$ cat config.mk
export PLATFORM = sky130hd
export DESIGN_NAME = array_deque_flat
export DESIGN_NICKNAME = d
export VERILOG_FILES = /design/src/sv/adq_pkg.sv /design/src/sv/adq_req_if.sv /design/src/sv/adq_rsp_if.sv /design/src/sv/array_deque.sv /design/src/sv/adq_ctrl.sv /design/src/sv/adq_dp.sv /design/src/flat_wrapper.sv
export VERILOG_INCLUDE_DIRS = /design/src /design/src/sv
export SDC_FILE = /design/constraint.sdc
export NUM_CORES = 1
export LEC_CHECK = 0
export BUFFER_PORTS_ARGS = -buffer_cell sky130_fd_sc_hd__buf_2
export CAP_MARGIN = 10
export CORE_MARGIN = 8
export CORE_UTILIZATION = 35
export DETAILED_ROUTE_END_ITERATION = 10
export HOLD_SLACK_MARGIN = 0.08
export PLACE_DENSITY = 0.53
export SYNTH_ARGS = -nofsm -noshare
export SYNTH_HDL_FRONTEND = slang
export SYNTH_HIERARCHICAL = 1
export SYNTH_SLANG_ARGS = --single-unit
$ cat constraint.sdc
create_clock -name clock -period 5.8 [get_ports clock]
set_input_delay 0.29 -clock clock [delete_from_list [all_inputs] [get_ports clock]]
set_output_delay 0.29 -clock clock [all_outputs]
set_load 0.02 [all_outputs]
$ cat src/sv/array_deque_macros.svh
// ----------------------------------------------------------------------------
// array_deque assertion macros
// shared concurrent assertion forms for the deque blocks
// ----------------------------------------------------------------------------
`ifndef ARRAY_DEQUE_MACROS_SVH
`define ARRAY_DEQUE_MACROS_SVH

// condition holds at every edge out of reset
`define ADQ_ASSERT_ALWAYS(label, clk, rst, cond, msg) \
   label: assert property (@(posedge clk) disable iff (rst) (cond)) else $error(msg);

// consequent holds in the same cycle as the antecedent
`define ADQ_ASSERT_SAME(label, clk, rst, ante, cons, msg) \
   label: assert property (@(posedge clk) disable iff (rst) (ante) |-> (cons)) \
      else $error(msg);

// consequent holds in the cycle after the antecedent
`define ADQ_ASSERT_NEXT(label, clk, rst, ante, cons, msg) \
   label: assert property (@(posedge clk) disable iff (rst) (ante) |=> (cons)) \
      else $error(msg);

`endif

$ cat src/sv/adq_pkg.sv
// ----------------------------------------------------------------------------
// adq_pkg
// types and constants shared by the deque controller and datapath
// ----------------------------------------------------------------------------
package adq_pkg;

   localparam int WORD_W = 32;
   localparam int ACT_W  = 2;
   localparam int STAT_W = 2;
   localparam int OCC_W  = 5;

   typedef enum logic [ACT_W-1:0] {
      ACT_PUSH_FRONT = 2'd0,
      ACT_PUSH_BACK  = 2'd1,
      ACT_POP_FRONT  = 2'd2,
      ACT_POP_BACK   = 2'd3
   } action_type;

   typedef enum logic [STAT_W-1:0] {
      ST_OK        = 2'd0,
      ST_OVERFLOW  = 2'd1,
      ST_UNDERFLOW = 2'd2
   } status_type;

   // what the datapath does with the captured item
   typedef enum logic [2:0] {
      OP_NONE       = 3'd0,
      OP_PUSH_FRONT = 3'd1,
      OP_PUSH_BACK  = 3'd2,
      OP_POP_FRONT  = 3'd3,
      OP_POP_BACK   = 3'd4
   } op_type;

   typedef struct packed {
      logic       exec;
      op_type     op;
      status_type code;
   } cmd_type;

   typedef struct packed {
      logic full;
      logic empty;
   } sts_type;

endpackage

$ cat src/sv/adq_req_if.sv
// ----------------------------------------------------------------------------
// adq_req_if
// request channel: operation code and word to insert
// ----------------------------------------------------------------------------
interface adq_req_if;
   import adq_pkg::*;

   logic                     valid;
   logic                     ready;
   logic [ACT_W-1:0]         action;
   logic signed [WORD_W-1:0] value;

   modport source (output valid, output action, output value, input ready);
   modport sink   (input valid, input action, input value, output ready);

endinterface

$ cat src/sv/adq_rsp_if.sv
// ----------------------------------------------------------------------------
// adq_rsp_if
// response channel: popped word, status and occupancy flags
// ----------------------------------------------------------------------------
interface adq_rsp_if;
   import adq_pkg::*;

   logic                     valid;
   logic                     ready;
   logic signed [WORD_W-1:0] popped_word;
   logic [STAT_W-1:0]        status;
   logic [OCC_W-1:0]         occupancy;
   logic                     is_full;
   logic                     is_empty;

   modport source (output valid, output popped_word, output status, output occupancy,
                   output is_full, output is_empty, input ready);
   modport sink   (input valid, input popped_word, input status, input occupancy,
                   input is_full, input is_empty, output ready);

endinterface

$ cat src/sv/array_deque.sv
// ----------------------------------------------------------------------------
// array_deque
// double-ended queue of signed words with push and pop at both ends
// ----------------------------------------------------------------------------
// One item is handled at a time. A request is taken when the block is idle;
// the operation runs in that cycle and its response is shown from the next
// cycle. The pace is set by the two-state handshake machine, which takes no
// new request until the response is taken; the word store's read data is
// registered, as are the response fields. Words live in a circular
// store indexed by head and tail pointers, so pushes and pops at either end
// touch one entry only. Full pushes and empty pops are reported as overflow
// or underflow and change nothing. No clearing pass runs after reset.
module array_deque #(
   parameter int DEPTH = 16
) (
   input logic     clock,
   input logic     reset,
   adq_req_if.sink   req_ch,
   adq_rsp_if.source rsp_ch
);
   import adq_pkg::*;

   cmd_type cmd;
   sts_type sts;

   adq_ctrl u_ctrl (
      .clock      (clock),
      .reset      (reset),
      .req_valid  (req_ch.valid),
      .req_action (req_ch.action),
      .req_ready  (req_ch.ready),
      .rsp_valid  (rsp_ch.valid),
      .rsp_ready  (rsp_ch.ready),
      .sts        (sts),
      .cmd        (cmd)
   );

   adq_dp #(
      .DEPTH (DEPTH)
   ) u_dp (
      .clock       (clock),
      .reset       (reset),
      .cmd         (cmd),
      .req_value   (req_ch.value),
      .sts         (sts),
      .popped_word (rsp_ch.popped_word),
      .status      (rsp_ch.status),
      .occupancy   (rsp_ch.occupancy),
      .is_full     (rsp_ch.is_full),
      .is_empty    (rsp_ch.is_empty)
   );

endmodule

$ cat src/sv/adq_ctrl.sv
// ----------------------------------------------------------------------------
// adq_ctrl
// handshake state machine and operation decode for the deque
// ----------------------------------------------------------------------------
`include "array_deque_macros.svh"

module adq_ctrl (
   input  logic                  clock,
   input  logic                  reset,
   input  logic                  req_valid,
   input  logic [adq_pkg::ACT_W-1:0] req_action,
   output logic                  req_ready,
   output logic                  rsp_valid,
   input  logic                  rsp_ready,
   input  adq_pkg::sts_type      sts,
   output adq_pkg::cmd_type      cmd
);
   import adq_pkg::*;

   typedef enum logic [1:0] {
      S_IDLE = 2'b01,
      S_RESP = 2'b10
   } state_type;

   state_type state_ff, state_in;
   logic      accept;
   logic      rsp_done;

   assign req_ready = (state_ff == S_IDLE);
   assign rsp_valid = (state_ff == S_RESP);
   assign accept    = req_valid && req_ready;
   assign rsp_done  = rsp_valid && rsp_ready;

   always_comb begin
      state_in = state_ff;
      unique case (state_ff)
         S_IDLE: begin
            if (accept) state_in = S_RESP;
         end
         S_RESP: begin
            if (rsp_done) state_in = S_IDLE;
         end
         default: state_in = S_IDLE;
      endcase
   end

   always_ff @(posedge clock) begin
      if (reset) state_ff <= S_IDLE;
      else       state_ff <= state_in;
   end

   // rejected pushes and pops leave the word store, pointers and count untouched
   always_comb begin
      cmd.exec = accept;
      cmd.op   = OP_NONE;
      cmd.code = ST_OK;
      unique case (action_type'(req_action))
         ACT_PUSH_FRONT: begin
            if (sts.full) cmd.code = ST_OVERFLOW;
            else          cmd.op   = OP_PUSH_FRONT;
         end
         ACT_PUSH_BACK: begin
            if (sts.full) cmd.code = ST_OVERFLOW;
            else          cmd.op   = OP_PUSH_BACK;
         end
         ACT_POP_FRONT: begin
            if (sts.empty) cmd.code = ST_UNDERFLOW;
            else           cmd.op   = OP_POP_FRONT;
         end
         ACT_POP_BACK: begin
            if (sts.empty) cmd.code = ST_UNDERFLOW;
            else           cmd.op   = OP_POP_BACK;
         end
         default: cmd.op = OP_NONE;
      endcase
   end

   `ADQ_ASSERT_NEXT(a_accept_gives_rsp, clock, reset, accept, rsp_valid, "no response after transfer")
   `ADQ_ASSERT_NEXT(a_rsp_done_frees, clock, reset, rsp_done, req_ready, "request side not freed")
   `ADQ_ASSERT_SAME(a_reject_has_code, clock, reset, cmd.exec && cmd.op == OP_NONE, cmd.code != ST_OK, "rejected operation reported ok")

endmodule

$ cat src/sv/adq_dp.sv
// ----------------------------------------------------------------------------
// adq_dp
// circular word store with head, tail and count registers
// ----------------------------------------------------------------------------
`include "array_deque_macros.svh"

module adq_dp #(
   parameter int DEPTH = 16
) (
   input  logic                               clock,
   input  logic                               reset,
   input  adq_pkg::cmd_type                   cmd,
   input  logic signed [adq_pkg::WORD_W-1:0]  req_value,
   output adq_pkg::sts_type                   sts,
   output logic signed [adq_pkg::WORD_W-1:0]  popped_word,
   output logic [adq_pkg::STAT_W-1:0]         status,
   output logic [adq_pkg::OCC_W-1:0]          occupancy,
   output logic                               is_full,
   output logic                               is_empty
);
   import adq_pkg::*;

   localparam int PTR_W = $clog2(DEPTH);
   localparam int CNT_W = $clog2(DEPTH + 1);
   localparam logic [PTR_W-1:0] PTR_LAST = PTR_W'(DEPTH - 1);
   localparam logic [CNT_W-1:0] CNT_FULL = CNT_W'(DEPTH);

   logic [WORD_W-1:0] mem [DEPTH];

   logic [PTR_W-1:0]  head_ff, head_in;   // front word
   logic [PTR_W-1:0]  tail_ff, tail_in;   // next free slot at the back
   logic [CNT_W-1:0]  count_ff, count_in;
   logic [WORD_W-1:0] rd_data_ff;
   logic              pop_ok_ff;
   status_type        code_ff;

   logic              wr_en, rd_en;
   logic [PTR_W-1:0]  wr_addr, rd_addr;
   logic [PTR_W-1:0]  head_dec, head_inc, tail_dec, tail_inc;
   logic [CNT_W+OCC_W-1:0] occ_wide;

   // wrap at DEPTH, which need not be a power of two
   assign head_inc = (head_ff == PTR_LAST) ? '0 : head_ff + 1'b1;
   assign head_dec = (head_ff == '0) ? PTR_LAST : head_ff - 1'b1;
   assign tail_inc = (tail_ff == PTR_LAST) ? '0 : tail_ff + 1'b1;
   assign tail_dec = (tail_ff == '0) ? PTR_LAST : tail_ff - 1'b1;

   always_comb begin
      head_in  = head_ff;
      tail_in  = tail_ff;
      count_in = count_ff;
      wr_en    = 1'b0;
      rd_en    = 1'b0;
      wr_addr  = tail_ff;
      rd_addr  = head_ff;
      if (cmd.exec) begin
         unique case (cmd.op)
            OP_NONE: begin
               head_in = head_ff;
            end
            OP_PUSH_FRONT: begin
               head_in  = head_dec;
               wr_en    = 1'b1;
               wr_addr  = head_dec;
               count_in = count_ff + 1'b1;
            end
            OP_PUSH_BACK: begin
               tail_in  = tail_inc;
               wr_en    = 1'b1;
               wr_addr  = tail_ff;
               count_in = count_ff + 1'b1;
            end
            OP_POP_FRONT: begin
               head_in  = head_inc;
               rd_en    = 1'b1;
               rd_addr  = head_ff;
               count_in = count_ff - 1'b1;
            end
            OP_POP_BACK: begin
               tail_in  = tail_dec;
               rd_en    = 1'b1;
               rd_addr  = tail_dec;
               count_in = count_ff - 1'b1;
            end
            default: head_in = head_ff;
         endcase
      end
   end

   always_ff @(posedge clock) begin
      if (reset) begin
         head_ff  <= '0;
         tail_ff  <= '0;
         count_ff <= '0;
      end else begin
         head_ff  <= head_in;
         tail_ff  <= tail_in;
         count_ff <= count_in;
      end
   end

   always_ff @(posedge clock) begin
      if (wr_en) mem[wr_addr] <= req_value;
      if (rd_en) rd_data_ff <= mem[rd_addr];
   end

   always_ff @(posedge clock) begin
      if (cmd.exec) begin
         pop_ok_ff <= rd_en;
         code_ff   <= cmd.code;
      end
   end

   assign sts.full    = (count_ff == CNT_FULL);
   assign sts.empty   = (count_ff == '0);
   assign is_full     = sts.full;
   assign is_empty    = sts.empty;
   assign popped_word = pop_ok_ff ? signed'(rd_data_ff) : '0;
   assign status      = code_ff;
   assign occ_wide    = (CNT_W + OCC_W)'(count_ff);
   assign occupancy   = occ_wide[OCC_W-1:0];

   `ADQ_ASSERT_ALWAYS(a_count_bound, clock, reset, count_ff <= CNT_FULL, "count above depth")
   `ADQ_ASSERT_NEXT(a_reject_holds, clock, reset, cmd.exec && cmd.op == OP_NONE, $stable(count_ff) && $stable(head_ff) && $stable(tail_ff), "rejected operation changed state")
   `ADQ_ASSERT_NEXT(a_push_counts, clock, reset, cmd.exec && (cmd.op == OP_PUSH_FRONT || cmd.op == OP_PUSH_BACK), count_ff == $past(count_ff) + 1'b1, "push did not add one")

endmodule

$ cat src/flat_wrapper.sv
// flat-port wrapper written by rule: the top's interface ports become plain ports
module array_deque_flat import adq_pkg::*;
#(
   parameter int DEPTH = 16
)
  (clock, reset, req_ch_valid, req_ch_action, req_ch_value, req_ch_ready, rsp_ch_valid, rsp_ch_popped_word, rsp_ch_status, rsp_ch_occupancy, rsp_ch_is_full, rsp_ch_is_empty, rsp_ch_ready);
  adq_req_if req_ch_i ();
  adq_rsp_if rsp_ch_i ();
  input logic clock;
  input logic reset;
  input wire logic [$bits(req_ch_i.valid)-1:0] req_ch_valid;
  input wire logic [$bits(req_ch_i.action)-1:0] req_ch_action;
  input wire logic [$bits(req_ch_i.value)-1:0] req_ch_value;
  output wire logic [$bits(req_ch_i.ready)-1:0] req_ch_ready;
  output wire logic [$bits(rsp_ch_i.valid)-1:0] rsp_ch_valid;
  output wire logic [$bits(rsp_ch_i.popped_word)-1:0] rsp_ch_popped_word;
  output wire logic [$bits(rsp_ch_i.status)-1:0] rsp_ch_status;
  output wire logic [$bits(rsp_ch_i.occupancy)-1:0] rsp_ch_occupancy;
  output wire logic [$bits(rsp_ch_i.is_full)-1:0] rsp_ch_is_full;
  output wire logic [$bits(rsp_ch_i.is_empty)-1:0] rsp_ch_is_empty;
  input wire logic [$bits(rsp_ch_i.ready)-1:0] rsp_ch_ready;
  assign req_ch_i.valid = req_ch_valid;
  assign req_ch_i.action = req_ch_action;
  assign req_ch_i.value = req_ch_value;
  assign req_ch_ready = req_ch_i.ready;
  assign rsp_ch_valid = rsp_ch_i.valid;
  assign rsp_ch_popped_word = rsp_ch_i.popped_word;
  assign rsp_ch_status = rsp_ch_i.status;
  assign rsp_ch_occupancy = rsp_ch_i.occupancy;
  assign rsp_ch_is_full = rsp_ch_i.is_full;
  assign rsp_ch_is_empty = rsp_ch_i.is_empty;
  assign rsp_ch_i.ready = rsp_ch_ready;
  array_deque #(.DEPTH(DEPTH)) u_core (.clock(clock), .reset(reset), .req_ch(req_ch_i), .rsp_ch(rsp_ch_i));
endmodule
==> key figures, run 1 <==
Timing
  • Max Clk Rate: 229 MHz
  • Final number of hold-violating endpoints: 0
  • RSZ-0062 raised after global routing: no
  • Clock skew: 15.5 ps
  • Final setup viols: 0
  • Fin crit share: 0.752
  • Fin crit period: 4360 ps
  • Setup TNS: 0 ps
  • Slew @ Worst Pin: 1060 ps
  • Slew headroom: 0.290
  • Final Max Slew Viols: 0

Worst setup path
  • CP Max Fanout: 31
  • Data arrival, critical path: 4810 ps
  • Critical path launch point type: flop
  • CP Data Required Time: 6250 ps
  • Critical path type: flop to flop
  • Worst Reg-to-Reg Cells: 9
  • Critical Path Start: u_core/u_dp/occupancy[0]$_SDFFE_PP0P_
  • R2r startpoint: u_core/u_dp/occupancy[0]$_SDFFE_PP0P_
  • CP Capture Type: flop
  • R2R Setup Slk: 1440 ps
  • Reg-to-Reg End: u_core/u_dp/rd_data_ff[12]$_DFFE_PP_

Yosys
  • Avg Inst Size Synth: 16.1 um2
  • Seq/Total Area, Yosys: 0.742
  • Syn_nets: 1444
  • Distinct cells, synth: 55
  • Post-synth EDFFs: 547
  • Main synth FF type: edfxtp_1
  • Number of synthesized register bits: 562
  • Share of flip-flops with an asynchronous set or reset: 0
  • Syn. warnings: 6
  • Syn Inst Count: 1398
  • Synth Cell Area: 22500 um2

CTS
  • Buffers inserted by post-CTS timing repair: 0
  • CTS H-tree depth: 2
  • Clock transition at the registers of the reported paths: 60 ps
  • CTS tree: built
  • CTS Buf Count: 56
  • Worst-skew pair later-pin latency: 600 ps
  • Clock Tree Root: clkbuf_16
  • Clock sink total: 562
  • Post-cts sizing count: 0
  • Clock Path Buffers: 3

Worst hold path
  • Hold Path Depth: 3
  • Hold WC Path Type: input port to flop
  • Hold Crit Start: req_ch_valid
  • End of the worst hold path: u_core/u_ctrl/state_ff[0]$_SDFFE_PP1P_

Global routing
  • Global-route met3 utilization: 0.0250
  • Pin count of the biggest net entering global routing: 67
  • Initial antenna violation count: 0
  • Vias in the first global route: 12400
  • Met1 Track Usage GR: 0.190
  • Final global-route overflow total: 0
  • First-pass GRT wire length: 80100 um
  • Top Usage Layer GRT: met2
  • GRT met2 Usage: 0.244
  • Tot GR Track Use: 0.143

Floorplan
  • Die area: 72800 um2
  • Initial Utilization: 0.352
  • I/O pin cnt: 81
  • Rows: 93
  • Chip height: 270 um
  • Die X: 270 um
  • Core box area: 64100 um2

Final layout
  • Fillers: 5769
  • Area grow syn2layout: 16.1%
  • Final net count: 1573
  • Layout cell share with drive strength beyond 1: 0.160
  • Post-route core utilization: 0.408
  • N_diodes: 0

Place
  • I/O Buffers: 80
  • Routability congestion estimate: 0.716
  • Detail Placement HPWL: 30400 um

Drt
  • Pre-Repair DR Iteration Count: 5
  • Vias after detailed routing: 12300
  • # DRC: 0
  • Initial drt markers: 970
  • Final WL: 53300 um
  • Via density per instance: 5.05
  • Wire length per cell: 22.0 um
  • Post-route antenna net violation count: 0

Power
  • Peak supply drop: 0.186 mV
  • Pwr per Cell Area: 332 nW/um2
  • Leak: 0.00904 uW

Job
  • Max Cap Viol: 0

Run status
  • Status: finished clean
==> worst max-delay path: stages, from the launching register on <==
cell	delay [ps]
dfxtp_1	360
nor4_1	340
nor2b_1	230
nand2b_1	150
o22ai_1	190
and4bb_1	760
mux2i_4	810
nand2_2	840
o22a_1	410
nand3_1	90
==> area by class of cell <==
type | instances | area, um2 | share of cell area
Multi-Input combinational cell | 749 | 5560 | 0.212
Sequential cell | 562 | 16700 | 0.639
Tap cell | 855 | 1070 | 0.0409
Timing Repair Buffer | 149 | 1100 | 0.0421
Clock buffer | 70 | 1480 | 0.0564
Clock inverter | 32 | 210 | 0.00803
Inverter | 9 | 33.8 | 0.00129
==> power breakdown <==
group | total [uW] | leakage [uW] | switching (uW) | internal [uW]
clock | 3340 | 0.000824 | 1460 | 1880
combinational | 783 | 0.00317 | 492 | 290
sequential | 4550 | 0.00505 | 25.0 | 4530
total | 8680 | 0.00904 | 1980 | 6700
==> cell families after synthesis <==
group,share of synthesized area
compound gates,0.0520
xor+xnor,0.00350
fa+ha+maj,0.00477
buf+inv,0.0205
flops,0.742
mux,0.105
simple gates,0.0718
==> how the worst max path moves through the flow <==
stage	endpoint	slack (ps)	cells past startpoint
finish	u_core/u_dp/rd_data_ff[12]$_DFFE_PP_	1440	9
global route	u_core/u_dp/mem[6][12]$_DFFE_PP_	1160	11
CTS	u_core/u_dp/rd_data_ff[13]$_DFFE_PP_	1420	9
detailed placement	u_core/u_dp/rd_data_ff[1]$_DFFE_PP_	1480	9
global placement	u_core/u_dp/rd_data_ff[13]$_DFFE_PP_	1540	9
floorplan	u_core/u_dp/mem[6][0]$_DFFE_PP_	1450	11
==> registers in the layout, summed over array words and instances (netlist names) <==
| register | cells |
|---|---|
| u_core/u_dp/tail_ff | 4 |
| u_core/u_dp/pop_ok_ff | 1 |
| u_core/u_dp/mem | 512 |
| u_core/u_dp/status | 2 |
| u_core/u_dp/occupancy | 5 |
| u_core/u_ctrl/state_ff | 2 |
| u_core/u_dp/head_ff | 4 |
| u_core/u_dp/rd_data_ff | 32 |
==> cell usage in the layout, fill, tap and decap left out, types with 15 or more instances in the layout <==
master | Yosys | routed
clkinv_1 | 0 | 15
a21oi_1 | 18 | 18
nand2_1 | 150 | 148
o22a_1 | 31 | 31
a32oi_1 | 32 | 32
dfxtp_1 | 15 | 15
edfxtp_1 | 547 | 547
and2_1 | 35 | 34
clkbuf_16 | 0 | 57
buf_4 | 17 | 27
mux2_2 | 32 | 32
a22oi_1 | 32 | 32
nand3_1 | 98 | 98
dlygate4sd3_1 | 0 | 35
mux2i_1 | 163 | 162
mux2_1 | 33 | 33
nor2_1 | 35 | 17
buf_2 | 28 | 80
nor2_4 | 0 | 18
==> repair_timing <==
action                                  CTS  global route
hold buffers                             35             0
endpoints found under the hold margin   526             0
endpoints found under the setup margin    0             0
==> cell usage after synthesis, drive strengths merged, types with 9 or more instances <==
library cell    n  area, um2
edfxtp        547      16400
mux2i         164       1650
nand2         150        563
nand3          98        490
mux2           65        732
buf            50        324
nor2           36        138
and2           35        219
a22oi          32        240
a32oi          32        280
o22a           31        272
clkbuf         28        105
a21oi          19       98.9
dfxtp          15        300
o21ai          11       55.1
inv             9       33.8
==> per-stage QoR <==
| stage | cell area (um2) | worst slack, ps | cells | power, uW | hold slack [ps] |
|---|---|---|---|---|---|
| 3_3_place_gp | 24100 | 1540 | 2287 | 5400 | 515 |
| 6_report | 26200 | 1440 | 2426 | 8680 | 336 |
| 3_5_place_dp | 24100 | 1480 | 2287 | 5410 | 541 |
| 4_1_cts | 26100 | 1420 | 2424 | 8800 | 300 |
| 2_1_floorplan | 22500 | 1450 | 1398 | 5150 | 363 |
| 5_1_grt | 26200 | 1160 | 2426 | 9010 | 347 |
==> routing by layer <==
metal  wire [um]  part of all wire
met4         880             0.017
met5           0                 0
met3        1770             0.033
met2       26300              0.49
met1       24300              0.46
(Power assumes the default switching activity.)
==> run 2: changes to the inputs <==
==> constraint.sdc (replaced) <==
create_clock -name clock -period 4.1 [get_ports clock]
set_input_delay 0.205 -clock clock [delete_from_list [all_inputs] [get_ports clock]]
set_output_delay 0.205 -clock clock [all_outputs]
set_load 0.02 [all_outputs]
==> key figures, run 2 (synthesis results as in run 1) <==
CTS
  • CTS H-tree depth: 2 (unchanged)
  • Buffers inserted by post-CTS timing repair: 0 (unchanged)
  • Clock sink total: 562 (unchanged)
  • Clock Path Buffers: 3 (unchanged)
  • CTS tree: built (unchanged)
  • Clock transition at the registers of the reported paths: 60 ps (about the same)
  • Clock Tree Root: clkbuf_16 (unchanged)
  • CTS Buf Count: 56 (unchanged)
  • Worst-skew pair later-pin latency: 610 ps (was 600 ps)

Global routing
  • First-pass GRT wire length: 82400 um (was 80100 um)
  • Pin count of the biggest net entering global routing: 50 (was 67)
  • Tot GR Track Use: 0.148 (was 0.143)
  • Vias in the first global route: 12500 (was 12400)
  • Final global-route overflow total: 0 (unchanged)
  • Initial antenna violation count: 1 (was 0)

Final layout
  • Final net count: 1595 (was 1573)
  • Post-route core utilization: 0.415 (was 0.408)
  • Max FFs per register: 512 (unchanged)
  • Area of the multi-input gates: 5560 um2 (unchanged)
  • Area grow syn2layout: 17.9% (was 16.1%)
  • Post-route non-filler standard cell count: 2446 (was 2426)
  • Fillers: 5752 (was 5769)
  • Layout cell share with drive strength beyond 1: 0.172 (was 0.160)
  • Biggest register: u_core/u_dp/mem (unchanged)
  • FF/Latch Area: 16700 um2 (unchanged)
  • Most frequent cells in the layout: edfxtp_1, mux2i_1, nand2_1 (unchanged)
  • Most common cell after layout, fill and taps aside: edfxtp_1 (unchanged)

Drt
  • Initial drt markers: 680 (was 970)
  • Via density per instance: 5.00 (was 5.05)
  • Wire length per cell: 22.3 um (was 22.0 um)
  • Pre-Repair DR Iteration Count: 5 (unchanged)
  • Post-route antenna net violation count: 0 (unchanged)
  • Final WL: 54500 um (was 53300 um)
  • Vias after detailed routing: 12200 (was 12300)
  • # DRC: 0 (unchanged)

Worst setup path
  • R2r startpoint: u_core/u_dp/occupancy[0]$_SDFFE_PP0P_ (unchanged)
  • CP Data Required Time: 4440 ps (was 6250 ps)
  • Slowest CP cell: and4bb_2 (was nand2_2)
  • Critical Path Start: u_core/u_dp/occupancy[0]$_SDFFE_PP0P_ (unchanged)
  • Cell mode on critical path: mux2i_1
  • Critical path type: flop to flop (unchanged)
  • Data arrival, critical path: 4030 ps (was 4810 ps)
  • Crit-path cells: nor4_1, nor2b_1, nand2b_1, o22ai_1, and4bb_2, mux2i_4, buf_12, buf_4, mux2i_1, mux2i_1, a32oi_1, nand3_1 (was nor4_1, nor2b_1, nand2b_1, o22ai_1, and4bb_1, mux2i_4, nand2_2, o22a_1, nand3_1)
  • CP Capture Type: flop (unchanged)
  • Critical path launch point type: flop (unchanged)
  • Worst path max stage delay: 620 ps (was 840 ps)
  • CP Max Fanout: 17 (was 31)

Timing
  • Min Hold Slack: 159 ps (was 336 ps)
  • Final setup viols: 0 (unchanged)
  • Max Clk Rate: 271 MHz (was 229 MHz)
  • Slew headroom: 0.442 (was 0.290)
  • Fin crit share: 0.901 (was 0.752)
  • Final number of hold-violating endpoints: 0 (unchanged)
  • Slew @ Worst Pin: 836 ps (was 1060 ps)
  • Final Max Slew Viols: 0 (unchanged)
  • Setup ws final: 407 ps (was 1440 ps)
  • Clock skew: 14.1 ps (was 15.5 ps)
  • RSZ-0062 raised after global routing: no (unchanged)
  • Fin crit period: 3690 ps (was 4360 ps)

Floorplan
  • Rows: 93 (unchanged)
  • Chip height: 270 um (unchanged)
  • Die X: 270 um (unchanged)
  • Initial Utilization: 0.352 (unchanged)
  • Core box area: 64100 um2 (unchanged)
  • Die area: 72800 um2 (unchanged)
  • I/O pin cnt: 81 (unchanged)

Worst hold path
  • Hold Crit Start: req_ch_valid (unchanged)
  • Hold WC Path Type: input port to flop (unchanged)

Place
  • Detail Placement HPWL: 30200 um (was 30400 um)
  • I/O Buffers: 80 (unchanged)
  • Post-placement worst setup slack: 171 ps (was 1480 ps)
  • Routability congestion estimate: 0.742 (was 0.716)
  • Post-Place Cells: 2310 (was 2287)

Run status
  • Status: finished clean (unchanged)

Power
  • Pwr per Cell Area: 465 nW/um2 (was 332 nW/um2)
  • Leak: 0.00921 uW (was 0.00904 uW)
  • Peak supply drop: 0.254 mV (was 0.186 mV)

Job
  • Max Cap Viol: 0 (unchanged)
[run 2: power by group]
group	total (uW)	internal (uW)	switching, uW
clock	4760	2680	2080
combinational	1150	449	704
sequential	6440	6400	35.8
total	12400	9540	2820
[run 2: final timing paths]
check | endpoint | slack, ps | cells after the start
max reg2reg | u_core/u_dp/rd_data_ff[25]$_DFFE_PP_ | 410 | 12
min reg2reg | u_core/u_dp/occupancy[4]$_SDFFE_PP0P_ | 530 | 2
min | u_core/u_dp/status[1]$_DFFE_PP_ | 160 | 3
max | u_core/u_dp/rd_data_ff[25]$_DFFE_PP_ | 410 | 12
[run 2: repair_timing]
item,4_1_cts,5_1_grt
resized for setup,0,1
hold endpoints to repair,529,0
hold buffers,36,0
endpoints found under the setup margin,0,29
[run 2: area by class of cell]
cell class	count	area share
Antenna cell	1	0.0000941
Clock buffer	67	0.0559
Clock inverter	32	0.00781
Inverter	9	0.00127
Multi-Input combinational cell	749	0.209
Sequential cell	562	0.629
Tap cell	855	0.0402
Timing Repair Buffer	171	0.0564
[run 2: critical path: cells and delay by family, from the launching register on]
kind	cells	cell delay, ps
muxes	3	690
and+or+nand+nor	5	1430
buffers and inverters	2	500
DFF	1	370
AOI/OAI and AO/OA	2	440
[run 2: stage by stage]
stage / TNS [ps] / area (um2) / power, uW
final: 0 / 26600 / 12400
after global routing: 0 / 26600 / 12800
after CTS: 0 / 26600 / 12500
after detailed placement: 0 / 24500 / 7700
after global placement: 0 / 24500 / 7690
after floorplan: -101960 / 22500 / 7280
[run 2: metal layers]
layer / wire length (um) / global-route usage / vias to the layer above
met5: 0 / 0 / -
met4: 1290 / 0.0438 / 0
met3: 2110 / 0.0220 / 79
met2: 27500 / 0.256 / 242
met1: 23600 / 0.192 / 6214
li1: - / - / 5701
==> run 3: changes to the inputs <==
--- a/config.mk
+++ b/config.mk
@@ -8,11 +8,12 @@
 export LEC_CHECK = 0
 export BUFFER_PORTS_ARGS = -buffer_cell sky130_fd_sc_hd__buf_2
 export CAP_MARGIN = 10
-export CORE_MARGIN = 8
+export CORE_MARGIN = 1
 export CORE_UTILIZATION = 35
 export DETAILED_ROUTE_END_ITERATION = 10
 export HOLD_SLACK_MARGIN = 0.08
 export PLACE_DENSITY = 0.53
+export RECOVER_POWER = 25
 export SYNTH_ARGS = -nofsm -noshare
 export SYNTH_HDL_FRONTEND = slang
 export SYNTH_HIERARCHICAL = 1
==> key figures, run 3 (synthesis results as in run 1) <==
Timing
  • Clock skew: 21.5 ps (was 14.1 ps)
  • Fin crit period: 3760 ps (was 3690 ps)
  • Slew @ Worst Pin: 867 ps (was 836 ps)
  • Final setup viols: 0 (unchanged)
  • Final Max Slew Viols: 0 (unchanged)
  • RSZ-0062 raised after global routing: no (unchanged)
  • Final number of hold-violating endpoints: 0 (unchanged)
  • Min Hold Slack: 134 ps (was 159 ps)
  • Max Clk Rate: 266 MHz (was 271 MHz)
  • Slew headroom: 0.413 (was 0.442)
  • Fin crit share: 0.917 (was 0.901)

Final layout
  • Layout cell share with drive strength beyond 1: 0.163 (was 0.172)
  • Max FFs per register: 512 (unchanged)
  • N_diodes: 0 (was 1)
  • Post-route core utilization: 0.421 (was 0.415)
  • FF/Latch Area: 16700 um2 (unchanged)
  • Most common cell after layout, fill and taps aside: edfxtp_1 (unchanged)
  • Final net count: 1606 (was 1595)
  • Fillers: 5781 (was 5752)
  • Area of the multi-input gates: 5560 um2 (about the same)
  • Most frequent cells in the layout: edfxtp_1, mux2i_1, nand2_1 (unchanged)
  • Biggest register: u_core/u_dp/mem (unchanged)
  • Area grow syn2layout: 18.4% (was 17.9%)

Floorplan
  • Core box area: 63300 um2 (was 64100 um2)
  • Rows: 92 (was 93)
  • Die area: 65400 um2 (was 72800 um2)
  • Die X: 256 um (was 270 um)
  • I/O pin cnt: 81 (unchanged)
  • Initial Utilization: 0.356 (was 0.352)
  • Chip height: 256 um (was 270 um)

CTS
  • Clock Tree Root: clkbuf_16 (unchanged)
  • Clock Path Buffers: 3 (unchanged)
  • CTS Buf Count: 57 (was 56)
  • CTS H-tree depth: 2 (unchanged)
  • Buffers inserted by post-CTS timing repair: 0 (unchanged)
  • Worst-skew pair later-pin latency: 620 ps (was 610 ps)
  • Clock transition at the registers of the reported paths: 60 ps (about the same)
  • Clock sink total: 562 (unchanged)
  • CTS tree: built (unchanged)

Drt
  • Vias after detailed routing: 12500 (was 12200)
  • Pre-Repair DR Iteration Count: 5 (unchanged)
  • Post-route antenna net violation count: 0 (unchanged)
  • Wire length per cell: 22.3 um (about the same)
  • # DRC: 0 (unchanged)
  • Via density per instance: 5.12 (was 5.00)
  • Initial drt markers: 819 (was 680)
  • Final WL: 54600 um (was 54500 um)

Place
  • Routability congestion estimate: 0.775 (was 0.742)
  • Detail Placement HPWL: 30500 um (was 30200 um)
  • I/O Buffers: 80 (unchanged)

Global routing
  • Initial antenna violation count: 0 (was 1)
  • Final global-route overflow total: 0 (unchanged)
  • Vias in the first global route: 12500 (about the same)
  • Tot GR Track Use: 0.167 (was 0.148)
  • First-pass GRT wire length: 82200 um (was 82400 um)
  • Pin count of the biggest net entering global routing: 45 (was 50)

Job
  • Max Cap Viol: 0 (unchanged)

Worst setup path
  • Critical path launch point type: flop (unchanged)
  • CP Data Required Time: 4440 ps (about the same)
  • Crit-path cells: nor4_1, nor2b_1, nand2b_1, o22ai_1, and4bb_2, a21o_4, buf_12, mux2_1, a22oi_1, nand3_1 (was nor4_1, nor2b_1, nand2b_1, o22ai_1, and4bb_2, mux2i_4, buf_12, buf_4, mux2i_1, mux2i_1, a32oi_1, nand3_1)
  • CP Capture Type: flop (unchanged)
  • Data arrival, critical path: 4100 ps (was 4030 ps)
  • Worst path max stage delay: 640 ps (was 620 ps)
  • Critical path type: flop to flop (unchanged)
  • Slowest CP cell: and4bb_2 (unchanged)
  • CP Max Fanout: 26 (was 17)

Power
  • Pwr per Cell Area: 471 nW/um2 (was 465 nW/um2)
  • Peak supply drop: 0.288 mV (was 0.254 mV)
  • Leak: 0.00922 uW (was 0.00921 uW)

Worst hold path
  • Hold WC Path Type: input port to flop (unchanged)

Run status
  • Status: finished clean (unchanged)
==> run 3: layout make-up <==
cell class / instances / share of cell area
Inverter: 9 / 0.00127
Clock inverter: 25 / 0.00914
Tap cell: 846 / 0.0397
Multi-Input combinational cell: 749 / 0.208
Clock buffer: 78 / 0.0564
Sequential cell: 562 / 0.627
Timing Repair Buffer: 181 / 0.0584
==> run 3: what timing repair did <==
action / CTS / global route
gates resized for setup: 0 / 2
hold buffers: 36 / 0
endpoints found under the hold margin: 529 / 0
endpoints found under the setup margin: 0 / 46
==> run 3: per-stage QoR <==
| step | worst slack (ps) | TNS (ps) | cells | cell area, um2 | power, uW |
|---|---|---|---|---|---|
| 2_1_floorplan | -253 | -101960 | 1398 | 22500 | 7280 |
| 3_3_place_gp | 256 | 0 | 2311 | 24600 | 7730 |
| 3_5_place_dp | 222 | 0 | 2311 | 24600 | 7740 |
| 4_1_cts | 196 | 0 | 2450 | 26700 | 12700 |
| 5_1_grt | 67.8 | 0 | 2450 | 26700 | 13000 |
| 6_report | 342 | 0 | 2450 | 26700 | 12600 |
==> run 3: power by group <==
group	internal [uW]	total [uW]	switching (uW)	leakage, uW
Sequential	6410	6440	36.4	0.00505
Clock	2820	4930	2120	0.000851
Combinational	463	1190	728	0.00333
==> run 3: layer usage <==
| layer | track usage | share of wire | vias up |
|---|---|---|---|
| li1 | - | - | 5731 |
| met1 | 0.230 | 0.46 | 6512 |
| met2 | 0.279 | 0.49 | 227 |
| met3 | 0.0222 | 0.035 | 65 |
| met4 | 0.0456 | 0.018 | 0 |
| met5 | 0 | 0 | - |
==> run 3: path summary, 6_finish.rpt <==
check | start | to | slack, ps | cells after the start
hold reg to reg | u_core/u_dp/occupancy[4]$_SDFFE_PP0P_ | u_core/u_dp/occupancy[4]$_SDFFE_PP0P_ | 530 | 2
setup / recovery | u_core/u_dp/occupancy[0]$_SDFFE_PP0P_ | u_core/u_dp/rd_data_ff[18]$_DFFE_PP_ | 340 | 10
setup reg to reg | u_core/u_dp/occupancy[0]$_SDFFE_PP0P_ | u_core/u_dp/rd_data_ff[18]$_DFFE_PP_ | 340 | 10
hold / removal | req_ch_valid | u_core/u_dp/status[1]$_DFFE_PP_ | 130 | 3
==> run 3: critical path, delay by kind of cell (launching register included) <==
family	cells	cell delay, ps
multiplexers	1	340
AND/OR/NAND/NOR	5	1570
flip-flops	1	360
AO/OA/AOI/OAI	3	900
buffers and inverters	1	270
